--- config.mk ---
export PLATFORM = sky130hd
export DESIGN_NAME = channel_offset_search_sequencer_unit
export DESIGN_NICKNAME = d
export VERILOG_FILES = /design/src/coss_pkg.sv /design/src/channel_offset_search_sequencer_unit.sv /design/src/coss_csr.sv /design/src/coss_scan.sv
export SDC_FILE = /design/constraint.sdc
export NUM_CORES = 1
export LEC_CHECK = 0
export BUFFER_PORTS_ARGS = -buffer_cell sky130_fd_sc_hd__buf_4
export CORE_ASPECT_RATIO = 0.75
export CORE_MARGIN = 5
export CORE_UTILIZATION = 60
export DETAILED_ROUTE_END_ITERATION = 8
export HOLD_SLACK_MARGIN = 0.12
export PLACE_DENSITY = 0.86
export SETUP_SLACK_MARGIN = 0.15
export SYNTH_ARGS = -nofsm -noshare
export SYNTH_HDL_FRONTEND = slang
export SYNTH_SLANG_ARGS = --single-unit
--- constraint.sdc ---
create_clock -name clock -period 10.58 [get_ports clock]
set_input_delay 1.587 -clock clock [delete_from_list [all_inputs] [get_ports clock]]
set_output_delay 1.587 -clock clock [all_outputs]
set_load 0.005 [all_outputs]
--- src/coss_pkg.sv ---
`timescale 1ns / 1ps
`default_nettype none

package coss_pkg;

   localparam int OFFSET_WIDTH   = 7;
   localparam int STRENGTH_WIDTH = 32;
   localparam int CSR_INDEX_WIDTH = 3;
   localparam int REQ_DATA_WIDTH = 40;
   localparam int RSP_DATA_WIDTH = 24;

   // Largest magnitude a limit register may take when it is used.
   localparam logic signed [OFFSET_WIDTH-1:0] OFFSET_BOUND = 7'sd40;

   localparam logic [CSR_INDEX_WIDTH-1:0] CSR_FIRST_LIMIT    = 3'd0;
   localparam logic [CSR_INDEX_WIDTH-1:0] CSR_LAST_LIMIT     = 3'd1;
   localparam logic [CSR_INDEX_WIDTH-1:0] CSR_CENTRE_ONLY    = 3'd2;
   localparam logic [CSR_INDEX_WIDTH-1:0] CSR_PICK_STRONGEST = 3'd3;
   localparam logic [CSR_INDEX_WIDTH-1:0] CSR_STRENGTH_FLOOR = 3'd4;

   localparam logic ACTION_START  = 1'b0;
   localparam logic ACTION_REPORT = 1'b1;

   typedef enum logic [3:0] {
      PH_IDLE   = 4'b0001,
      PH_CENTRE = 4'b0010,
      PH_DOWN   = 4'b0100,
      PH_UP     = 4'b1000
   } phase_type;

   typedef struct packed {
      logic                      action;
      logic                      probe_ok;
      logic                      strength_valid;
      logic [STRENGTH_WIDTH-1:0] strength;
   } item_type;

   // Limits arrive here already clamped to the legal offset range.
   typedef struct packed {
      logic [OFFSET_WIDTH-1:0]   first_limit;
      logic [OFFSET_WIDTH-1:0]   last_limit;
      logic                      centre_only;
      logic                      pick_strongest;
      logic [STRENGTH_WIDTH-1:0] strength_floor;
   } cfg_type;

   typedef struct packed {
      logic                    probe_request;
      logic [OFFSET_WIDTH-1:0] probe_offset;
      logic                    scan_done;
      logic                    signal_found;
      logic [OFFSET_WIDTH-1:0] chosen_offset;
   } result_type;

endpackage

`default_nettype wire

--- src/channel_offset_search_sequencer_unit.sv ---
//  channel | direction | handshake           | payload
//  req_    | in        | req_tvalid/tready   | req_tuser: action; req_tdata: probe result
//  rsp_    | out       | rsp_tvalid/tready   | rsp_tdata: next probe or scan outcome
//  csr_    | in        | csr_valid/csr_ready | csr_index, csr_wdata
//
//  One request per cycle is sustained while rsp_tready stays high. While a request sits
//  in the input register the scan step works on it, and the edge that advances it updates
//  the scan state and loads the result register, which drives the response.
//  Reset is synchronous; it clears the scan state and restores register defaults.
//  A stalled response holds the result register; the input register still takes
//  one more request before req_tready drops.
`timescale 1ns / 1ps
`default_nettype none

module channel_offset_search_sequencer_unit #(
   parameter int EXTEND_STEPS = 3
) (
   input  wire logic                                  clock,
   input  wire logic                                  reset,
   input  wire logic                                  req_tvalid,
   output logic                                       req_tready,
   // [0] probe_ok, [1] strength_valid, [33:2] strength, [39:34] zero
   input  wire logic [coss_pkg::REQ_DATA_WIDTH-1:0]   req_tdata,
   // [0] action
   input  wire logic                                  req_tuser,
   output logic                                       rsp_tvalid,
   input  wire logic                                  rsp_tready,
   // [0] probe_request, [7:1] probe_offset, [8] scan_done, [9] signal_found,
   // [16:10] chosen_offset, [23:17] zero
   output logic [coss_pkg::RSP_DATA_WIDTH-1:0]        rsp_tdata,
   input  wire logic                                  csr_valid,
   output logic                                       csr_ready,
   input  wire logic [coss_pkg::CSR_INDEX_WIDTH-1:0]  csr_index,
   input  wire logic [coss_pkg::STRENGTH_WIDTH-1:0]   csr_wdata
);
   import coss_pkg::*;

   logic       in_valid_ff;
   item_type   in_item_ff;
   logic       rsp_valid_ff;
   result_type rsp_ff;
   logic       advance;
   cfg_type    cfg;
   result_type result;

   assign advance    = in_valid_ff && (!rsp_valid_ff || rsp_tready);
   assign req_tready = !in_valid_ff || advance;

   always_ff @(posedge clock) begin
      if (reset) begin
         in_valid_ff <= 1'b0;
      end else if (req_tready) begin
         in_valid_ff <= req_tvalid;
      end
   end

   always_ff @(posedge clock) begin
      if (req_tready && req_tvalid) begin
         in_item_ff.action         <= req_tuser;
         in_item_ff.probe_ok       <= req_tdata[0];
         in_item_ff.strength_valid <= req_tdata[1];
         in_item_ff.strength       <= req_tdata[STRENGTH_WIDTH+1:2];
      end
   end

   coss_csr u_csr (
      .clock     (clock),
      .reset     (reset),
      .csr_valid (csr_valid),
      .csr_ready (csr_ready),
      .csr_index (csr_index),
      .csr_wdata (csr_wdata),
      .cfg       (cfg)
   );

   coss_scan #(
      .EXTEND_STEPS (EXTEND_STEPS)
   ) u_scan (
      .clock   (clock),
      .reset   (reset),
      .advance (advance),
      .item    (in_item_ff),
      .cfg     (cfg),
      .result  (result)
   );

   always_ff @(posedge clock) begin
      if (reset) begin
         rsp_valid_ff <= 1'b0;
      end else if (advance) begin
         rsp_valid_ff <= 1'b1;
      end else if (rsp_tready) begin
         rsp_valid_ff <= 1'b0;
      end
   end

   always_ff @(posedge clock) begin
      if (advance) begin
         rsp_ff <= result;
      end
   end

   assign rsp_tvalid = rsp_valid_ff;
   assign rsp_tdata  = {7'b0, rsp_ff.chosen_offset, rsp_ff.signal_found, rsp_ff.scan_done,
                        rsp_ff.probe_offset, rsp_ff.probe_request};

endmodule

`default_nettype wire

--- src/coss_csr.sv ---
`timescale 1ns / 1ps
`default_nettype none

module coss_csr (
   input  wire logic                                  clock,
   input  wire logic                                  reset,
   input  wire logic                                  csr_valid,
   output logic                                       csr_ready,
   input  wire logic [coss_pkg::CSR_INDEX_WIDTH-1:0]  csr_index,
   input  wire logic [coss_pkg::STRENGTH_WIDTH-1:0]   csr_wdata,
   output coss_pkg::cfg_type                          cfg
);
   import coss_pkg::*;

   logic [OFFSET_WIDTH-1:0]   first_ff;
   logic [OFFSET_WIDTH-1:0]   last_ff;
   logic                      centre_ff;
   logic                      pick_ff;
   logic [STRENGTH_WIDTH-1:0] floor_ff;

   function automatic logic [OFFSET_WIDTH-1:0] clamp_offset(input logic [OFFSET_WIDTH-1:0] x);
      logic [OFFSET_WIDTH-1:0] y;
      y = x;
      if ($signed(x) < -OFFSET_BOUND) begin
         y = -OFFSET_BOUND;
      end else if ($signed(x) > OFFSET_BOUND) begin
         y = OFFSET_BOUND;
      end
      return y;
   endfunction

   assign csr_ready = 1'b1;

   always_ff @(posedge clock) begin
      if (reset) begin
         first_ff  <= '0;
         last_ff   <= '0;
         centre_ff <= 1'b1;
         pick_ff   <= 1'b0;
         floor_ff  <= 32'd10;
      end else if (csr_valid) begin
         unique case (csr_index)
            CSR_FIRST_LIMIT:    first_ff  <= csr_wdata[OFFSET_WIDTH-1:0];
            CSR_LAST_LIMIT:     last_ff   <= csr_wdata[OFFSET_WIDTH-1:0];
            CSR_CENTRE_ONLY:    centre_ff <= csr_wdata[0];
            CSR_PICK_STRONGEST: pick_ff   <= csr_wdata[0];
            CSR_STRENGTH_FLOOR: floor_ff  <= csr_wdata;
            default: ;
         endcase
      end
   end

   always_comb begin
      cfg.first_limit    = clamp_offset(first_ff);
      cfg.last_limit     = clamp_offset(last_ff);
      cfg.centre_only    = centre_ff;
      cfg.pick_strongest = pick_ff;
      cfg.strength_floor = floor_ff;
   end

endmodule

`default_nettype wire

--- src/coss_scan.sv ---
`timescale 1ns / 1ps
`default_nettype none

module coss_scan #(
   parameter int EXTEND_STEPS = 3
) (
   input  wire logic          clock,
   input  wire logic          reset,
   input  wire logic          advance,
   input  wire coss_pkg::item_type item,
   input  wire coss_pkg::cfg_type  cfg,
   output coss_pkg::result_type result
);
   import coss_pkg::*;

   localparam logic signed [OFFSET_WIDTH:0] EXTEND = (OFFSET_WIDTH+1)'(EXTEND_STEPS);

   phase_type                        phase_ff, phase_in;
   logic signed [OFFSET_WIDTH-1:0]   cur_ff, cur_in;
   logic                             found_ff, found_in;
   logic signed [OFFSET_WIDTH-1:0]   low_ff, low_in;
   logic signed [OFFSET_WIDTH-1:0]   high_ff, high_in;
   logic signed [STRENGTH_WIDTH-1:0] best_ff, best_in;
   logic signed [OFFSET_WIDTH-1:0]   at_ff, at_in;

   logic signed [OFFSET_WIDTH-1:0]   first, last;
   logic signed [OFFSET_WIDTH-1:0]   down_off, up_off;
   logic                             down_ok, up_ok;
   logic                             start, weigh, below, good, better;
   logic signed [OFFSET_WIDTH:0]     next_dn, floor_dn, next_up, ceil_up;
   logic signed [OFFSET_WIDTH:0]     sum, sum_adj;
   logic signed [OFFSET_WIDTH-1:0]   chosen;
   logic                             req;
   phase_type                        req_phase;
   logic signed [OFFSET_WIDTH-1:0]   req_off;

   always_comb begin
      first = $signed(cfg.first_limit);
      last  = $signed(cfg.last_limit);
      start = (item.action == ACTION_START);

      // Strength only counts when the scan is not limited to the centre.
      weigh  = !cfg.centre_only && item.strength_valid;
      below  = $signed(item.strength) <= $signed(cfg.strength_floor);
      good   = item.probe_ok && !(weigh && below);
      better = item.probe_ok && weigh && !below && ($signed(item.strength) > best_ff);

      // Updated scan record; a start clears it and an idle report leaves it alone.
      cur_in   = cur_ff;
      found_in = found_ff;
      low_in   = low_ff;
      high_in  = high_ff;
      best_in  = best_ff;
      at_in    = at_ff;
      if (start) begin
         cur_in   = '0;
         found_in = 1'b0;
         low_in   = '0;
         high_in  = '0;
         best_in  = '0;
         at_in    = '0;
      end else if (phase_ff != PH_IDLE) begin
         if (better) begin
            best_in = $signed(item.strength);
            at_in   = cur_ff;
         end
         if (good) begin
            if (!found_ff) begin
               found_in = 1'b1;
               low_in   = cur_ff;
               high_in  = cur_ff;
            end else if (cur_ff < low_ff) begin
               low_in = cur_ff;
            end else if (cur_ff > high_ff) begin
               high_in = cur_ff;
            end
         end
      end

      down_off = (last > 0) ? '0 : last;
      down_ok  = (first <= 0) && (down_off >= first);
      up_off   = (first <= 0) ? 7'sd1 : first;
      up_ok    = (last > 0) && (up_off <= last);

      next_dn  = {cur_ff[OFFSET_WIDTH-1], cur_ff} - 8'sd1;
      floor_dn = {first[OFFSET_WIDTH-1], first} - (good ? EXTEND : 8'sd0);
      next_up  = {cur_ff[OFFSET_WIDTH-1], cur_ff} + 8'sd1;
      ceil_up  = {last[OFFSET_WIDTH-1], last} + (good ? EXTEND : 8'sd0);

      // Midpoint of the good span, truncated toward zero.
      sum     = {low_in[OFFSET_WIDTH-1], low_in} + {high_in[OFFSET_WIDTH-1], high_in};
      sum_adj = sum + {{OFFSET_WIDTH{1'b0}}, sum[OFFSET_WIDTH]};
      chosen  = '0;
      if (found_in && !cfg.centre_only) begin
         if (cfg.pick_strongest && (best_in > 0)) begin
            chosen = at_in;
         end else begin
            chosen = sum_adj[OFFSET_WIDTH:1];
         end
      end

      req       = 1'b0;
      req_phase = PH_IDLE;
      req_off   = '0;
      if (start) begin
         req = 1'b1;
         if (cfg.centre_only) begin
            req_phase = PH_CENTRE;
         end else if (down_ok) begin
            req_phase = PH_DOWN;
            req_off   = down_off;
         end else if (up_ok) begin
            req_phase = PH_UP;
            req_off   = up_off;
         end else begin
            req = 1'b0;
         end
      end else begin
         unique case (phase_ff) inside
            PH_IDLE, PH_CENTRE: req = 1'b0;
            PH_DOWN: begin
               if (next_dn >= floor_dn) begin
                  req       = 1'b1;
                  req_phase = PH_DOWN;
                  req_off   = next_dn[OFFSET_WIDTH-1:0];
               end else if (up_ok) begin
                  req       = 1'b1;
                  req_phase = PH_UP;
                  req_off   = up_off;
               end
            end
            PH_UP: begin
               if (next_up <= ceil_up) begin
                  req       = 1'b1;
                  req_phase = PH_UP;
                  req_off   = next_up[OFFSET_WIDTH-1:0];
               end
            end
            default: req = 1'b0;
         endcase
      end

      phase_in = req_phase;
      if (req) begin
         cur_in = req_off;
      end

      result.probe_request = req;
      result.probe_offset  = req ? req_off : '0;
      result.scan_done     = !req;
      result.signal_found  = req ? 1'b0 : found_in;
      result.chosen_offset = req ? '0 : chosen;
   end

   always_ff @(posedge clock) begin
      if (reset) begin
         phase_ff <= PH_IDLE;
         cur_ff   <= '0;
         found_ff <= 1'b0;
         low_ff   <= '0;
         high_ff  <= '0;
         best_ff  <= '0;
         at_ff    <= '0;
      end else if (advance) begin
         phase_ff <= phase_in;
         cur_ff   <= cur_in;
         found_ff <= found_in;
         low_ff   <= low_in;
         high_ff  <= high_in;
         best_ff  <= best_in;
         at_ff    <= at_in;
      end
   end

endmodule

`default_nettype wire

==> Word-level counts from Yosys, hierarchy flattened <==
Cells that the tools add are included.
{ "op_classes": {"n_addsub": 6, "mul": 0, "n_div": 0, "n_lt_le_gt_ge": 15, "eq_ne": 8, "shift": 0, "muxes": 53, "bitwise_logic": 1, "n_reduce_logical": 29} }
{ "op_table": {"columns": ["op", "count"], "rows": [
  ["$mux W7", 29],
  ["$mux W32", 3],
  ["$gt A32 B1 Y1 const B", 1],
  ["$gt A32 B32 Y1", 1],
  ["$le A32 B32 Y1", 1],
  ["$mux W4", 6],
  ["$gt A7 B7 Y1 const B", 2],
  ["$lt A7 B7 Y1 const B", 2],
  ["$pmux W7 S2", 1],
  ["$logic_and A1 B1 Y1", 12],
  ["$reduce_and A2 Y1", 6],
  ["$mux W1", 11],
  ["$add A7 B2 Y8 const B", 1],
  ["$add A7 B3 Y8", 1],
  ["$add A7 B7 Y8", 1],
  ["$add A8 B1 Y8", 1],
  ["$ge A8 B8 Y1", 1],
  ["$le A8 B8 Y1", 1],
  ["$pmux W4 S2", 1],
  ["$sub A7 B2 Y8 const B", 1],
  ["$sub A7 B3 Y8", 1],
  ["$ge A7 B7 Y1", 1],
  ["$gt A7 B1 Y1 const B", 1],
  ["$gt A7 B7 Y1", 1],
  ["other kinds (18)", 25]
]} }
{ "word_totals": {"ff_bits": 167, "latchBits": 0, "mem_bits_rw": 0, "rom_bits": 0, "out_inout_bits": 27, "elab_cells": 135, "mem_count": 0} }

==> Logic depth before layout (Yosys ltp) <==
{ "logic_depth": {"word_depth": 13, "mapped_depth": 23} }

==> Cells and area by module <==
From an unflattened synthesis, not the netlist that was laid out.
{ "unflattened": {"hier_cells": 1231, "area_unflattened_um2": 11222.0} }
{ "modules_own_cells": {"columns": ["module", "n_inst", "cells_per_inst", "area_each_um2"], "rows": [
  ["coss_scan", 1, 927, 7203.2],
  ["coss_csr", 1, 234, 2297.2],
  ["channel_offset_search_sequencer_unit", 1, 70, 1721.7]
]} }

==> Worst setup path after synthesis <==
No wires, ideal clock.
{ "synth_path": {"path_type": "reg2reg", "from": "reg in_item_ff[31] (netlist name)", "to": "reg rsp_ff (netlist bit rsp_tdata[13]), data pin", "setup_time_ns": 0.167, "arrival_time_ns": 5.136, "required_ns": 10.413, "setup_slack_ns": 5.277, "path_stages_with_launch": 22, "n_path_buf": 1, "path_cell_list": "edfxtp_1 ha_1 nand4_2 nor3_1 a221oi_1 a31o_2 o211ai_4 a21boi_0 inv_1 ha_1 a221oi_1 a21oi_1 ha_1 nand2b_1 and3_1 a22o_1 o21a_1 clkbuf_1 a2111o_1 nor2_1 o21ai_1 a211oi_1"} }
{ "synth_between": {"elab_chain_len": 11, "word_cells_on_any_way": 40} }
{ "synth_rtl": {"columns": ["element", "line", "rtl"], "rows": [
  ["start, declared", "channel_offset_search_sequencer_unit.sv:39", "item_type in_item_ff;"],
  ["$le A32 B32 Y1", "coss_scan.sv:44", "below = $signed(item.strength) <= $signed(cfg.strength_floor);"],
  ["$logic_and A1 B1 Y1", "coss_scan.sv:45", "good = item.probe_ok && !(weigh && below);"],
  ["$logic_not A1 Y1", "coss_scan.sv:45", null],
  ["$logic_and A1 B1 Y1", "coss_scan.sv:45", null],
  ["$mux W2", "coss_scan.sv:86, coss_scan.sv:88", null],
  ["$add A7 B3 Y8 / $sub A7 B3 Y8 (equally long branches)", "coss_scan.sv:88, coss_scan.sv:86", null],
  ["$le A8 B8 Y1 / $ge A8 B8 Y1 (equally long branches)", "coss_scan.sv:133, coss_scan.sv:122", null],
  ["$mux W1 (on tied branches)", "coss_scan.sv:133, coss_scan.sv:122", null],
  ["$pmux W1 S2", "coss_scan.sv:119", "unique case (phase_ff) inside"],
  ["$mux W1", "coss_scan.sv:105", "if (start) begin"],
  ["$reduce_or A2 Y1 (no source line)", null, null],
  ["end signal, assigned", "channel_offset_search_sequencer_unit.sv:99", "rsp_ff <= result;"],
  ["end, declared", "channel_offset_search_sequencer_unit.sv:41", "result_type rsp_ff;"]
]} }
Several ways; a longest one is shown, not always the timed one.
A chain may end at the register's enable or synchronous reset.

==> Worst setup path after layout <==
{ "layout_path": {"from": "reg in_item_ff[15] (netlist name)", "to": "reg rsp_ff (netlist bit rsp_tdata[16]), data pin"} }
Same word-level chain as after synthesis.

==> results.cfg <==
[clock_network]
cts_resized = 0
clock-root-buffer = clkbuf_16
cts_hold_buf = 0
clk_pin_slew_ps = 70
cts.sinks = 167
cts_tree = built
htreeDepth = 4
insertion_delay_ps = 440
postCtsSetupRepairBufs = 0
clk_path_buf_depth = 2
cts_buffers = 17

[place]
io_buffers = 93
gp_congestion = 0.9473
hpwl_um = 19170

[final_layout]
layout-drive-gt1-share_pct = 11.52
nets = 1425
multiInputGateArea_um2 = 5889
fillerInstances = 1264
syn2layout_area_growth_pct = 13.42
diodes = 0
final-seq-area_um2 = 3864

[setup_path]
cp_slowest_cell = nor4_1
endpoint_kind = register
worst_ep_arrival_time_ps = 7090
startpoint_type = register
r2r_setup_slack_ps = 3650
cp.buffers_inverters = 1
cpPeakStageDelay_ps = 730
path_depth = 20
reg2reg_depth = 20
regToRegEndpoint = rsp_tdata[16]
worstReg2RegStart = in_item_ff[15]
critPathTopFamily = compound AO/OA/AOI/OAI gates
critPathMaxFanout = 9
cp_cell_sequence = ha_1 -> nand4_1 -> nor4_1 -> a21boi_0 -> nand4b_1 -> o211ai_4 -> a21boi_0 -> inv_1 -> ha_1 -> a221oi_1 -> a21oi_1 -> ha_1 -> nand2b_1 -> and3_1 -> nor4bb_1 -> o21a_1 -> a2111o_1 -> nor2_1 -> o21ai_1 -> a21oi_1
crit_top_cell = ha_1
path_class = reg -> reg
critPathRequiredTime_ps = 10740

[logic_synthesis]
synth.area.top_cells = dfxtp_1 (22%), edfxtp_1 (15%), ha_1 (15%)
synth_edf_count = 52
ys_ff_latch = 167
async_flop_share_pct = 0
yosys_warnings = 0
synthDistinctLibCells = 76
synth_top_area_cell = dfxtp_1
synth_seq_area_share_pct = 37.28
ys.flop_type = dfxtp_1
syn_area_um2 = 10360
netlist_instances = 1151
netlist.area_leader.share_pct = 22.21
avgSynthCellArea_um2 = 9.005

[hold_path]
hold_path_class = reg -> reg
hold_depth = 2
min_from = u_csr.floor_ff[11]
whs_endpoint = u_csr.floor_ff[11]

[global_routing]
antenna_found_initial = 0
grt.total_usage_pct = 26.81
grt_pass1_wl_um = 43190
overflow = 0
gr-usage-met2_pct = 41.27
grt_use_met1_pct = 37.92
grt_pass1_vias = 8588
top_usage_layer = met2
grtUsageMet3_pct = 6.219
grt_max_degree = 61

[sta]
min_period_ps = 6928
setup_viol = 0
setup_tns_ps = 0
fin_skew_ps = 10.68
tightestPinTransition_ps = 1147
fmax_mhz = 144.4
hold_violations = 0
rsz0062_at_grt = false
maxSlewHeadroom_pct = 23.06
finalMaxSlewViolations = 0
period_share_pct = 65.48

[power_and_ir_drop]
power.density_nw_per_um2 = 128.4
total_power_mw = 1.510
pwr-share-comb_pct = 10.8
netSwitchingFraction_pct = 25.69
p_int_mw = 1.122
p_seq_share_pct = 46.1
p_sw_mw = 0.3878
p_clk_share_pct = 43.1
p_leak_nw = 4.547
vdd_drop_max_mv = 0.09162

[detailed_routing]
first_pass_iters = 5
drt-initial-drc-count = 752
vias_per_cell = 6.286
drc = 0
wire_per_inst_um = 18.39
vias = 9102
wl_um = 26630
final_antenna_net_count = 0

[floorplan]
die_w_um = 161.8
design.core.area_um2 = 16880
io-pin-count = 108
start_util_pct = 61.41
die-area_um2 = 20030
die_h_um = 123.8
row_count = 41

[run]
drv_cap = 0

[outcome]
outcome = finished clean
==> cells in the mapped netlist (all sizes together), types with 11 or more instances <==
library cell  number
a211oi            22
a21oi             99
a22o              33
a31oi             11
a32o              15
buf               15
clkbuf            39
dfxtp            115
edfxtp            52
ha               121
inv              107
mux2i             28
nand2            126
nand3             27
nand4             20
nor2              72
nor2b             11
nor3              20
nor4              20
o211ai            11
o21ai             34
xnor2             14
xor2              11
==> layout make-up <==
| type | instances | area share (%) |
|---|---|---|
| multi-input combinational | 829 | 50.10 |
| sequential | 167 | 32.87 |
| timing repair buffer | 97 | 6.194 |
| clock buffer | 20 | 3.714 |
| inverter | 108 | 3.448 |
| tap | 215 | 2.288 |
| clock inverter | 12 | 1.394 |
==> power groups by stage <==
stage	clock [mW]	sequential, mW	combinational [mW]
detailed placement	0	0.709	0.157
global placement	0	0.709	0.151
floorplan	0	0.702	0.105
CTS	0.650	0.695	0.161
finish	0.651	0.696	0.163
global route	0.678	0.698	0.180
==> stage by stage <==
stage	utilization [%]	setup slack [ps]	hold WS [ps]	instance area [um^2]	cells
final	69.66	3652	455.7	11760	1448
after global placement	66.10	4127	442.5	11160	1416
after floorplan	-	5277	436.3	10390	1158
after global routing	69.66	3262	470.3	11760	1448
after CTS	69.66	3825	456.4	11760	1448
after detailed placement	66.10	3877	446.8	11160	1416
==> tightest hold or removal path, delay by kind of cell, from the launching register on <==
kind	cells	cell delay (ps)
flip-flops	1	310
AND/OR/NAND/NOR	1	50
AO/OA/AOI/OAI	1	50
==> metal layers <==
layer | part of all wire (%) | vias to the layer above
li1 | - | 4333
met1 | 45 | 4296
met2 | 44 | 404
met3 | 8.7 | 69
met4 | 2.1 | 0
met5 | 0 | -
==> worst max path at each step <==
stage / startpoint / endpoint / slack (ps)
finish: in_item_ff[15] / rsp_tdata[16] / 3650
global route: in_item_ff[15] / rsp_tdata[12] / 3260
CTS: in_item_ff[15] / rsp_tdata[16] / 3820
detailed placement: in_item_ff[15] / rsp_tdata[13] / 3880
global placement: in_item_ff[15] / rsp_tdata[15] / 4130
floorplan: in_item_ff[31] / rsp_tdata[13] / 5280
==> cell usage in the layout (no fill, tap or decap), drive strengths merged, types with 11 or more instances in the layout <==
cell type / n
a211oi: 22
inv: 113
nor2b: 11
clkbuf: 20
a21oi: 99
nand2: 126
o21ai: 34
o211ai: 11
xnor2: 14
nand4: 20
a22o: 33
ha: 121
nor2: 72
nor3: 20
nor4: 20
nand3: 27
buf: 97
xor2: 11
a31oi: 11
edfxtp: 52
mux2i: 28
dfxtp: 115
a32o: 15
==> cell families (layout without fill, tap and decap cells) <==
logic type | Yosys count | in the layout | synth area share [%]
simple gates | 344 | 344 | 15.96
xor+xnor | 25 | 25 | 2.113
other cells | 2 | 9 | 0.07246
buf+inv | 162 | 237 | 6.217
flops | 167 | 167 | 37.28
mux | 28 | 28 | 2.704
fa+ha+maj | 126 | 126 | 15.38
compound gates | 297 | 297 | 20.28
==> flip-flops by register name, indices dropped and copies added, names as in the netlist, 4 cells and up <==
name and cells:
u_scan.at_ff 7, in_item_ff 35, rsp_tdata 17, u_csr.first_ff 7
u_scan.best_ff 32, u_scan.high_ff 7, u_csr.floor_ff 32, u_scan.phase_ff 4
u_scan.low_ff 7, u_scan.cur_ff 7, u_csr.last_ff 7
Power figures use the tool's default switching activity.
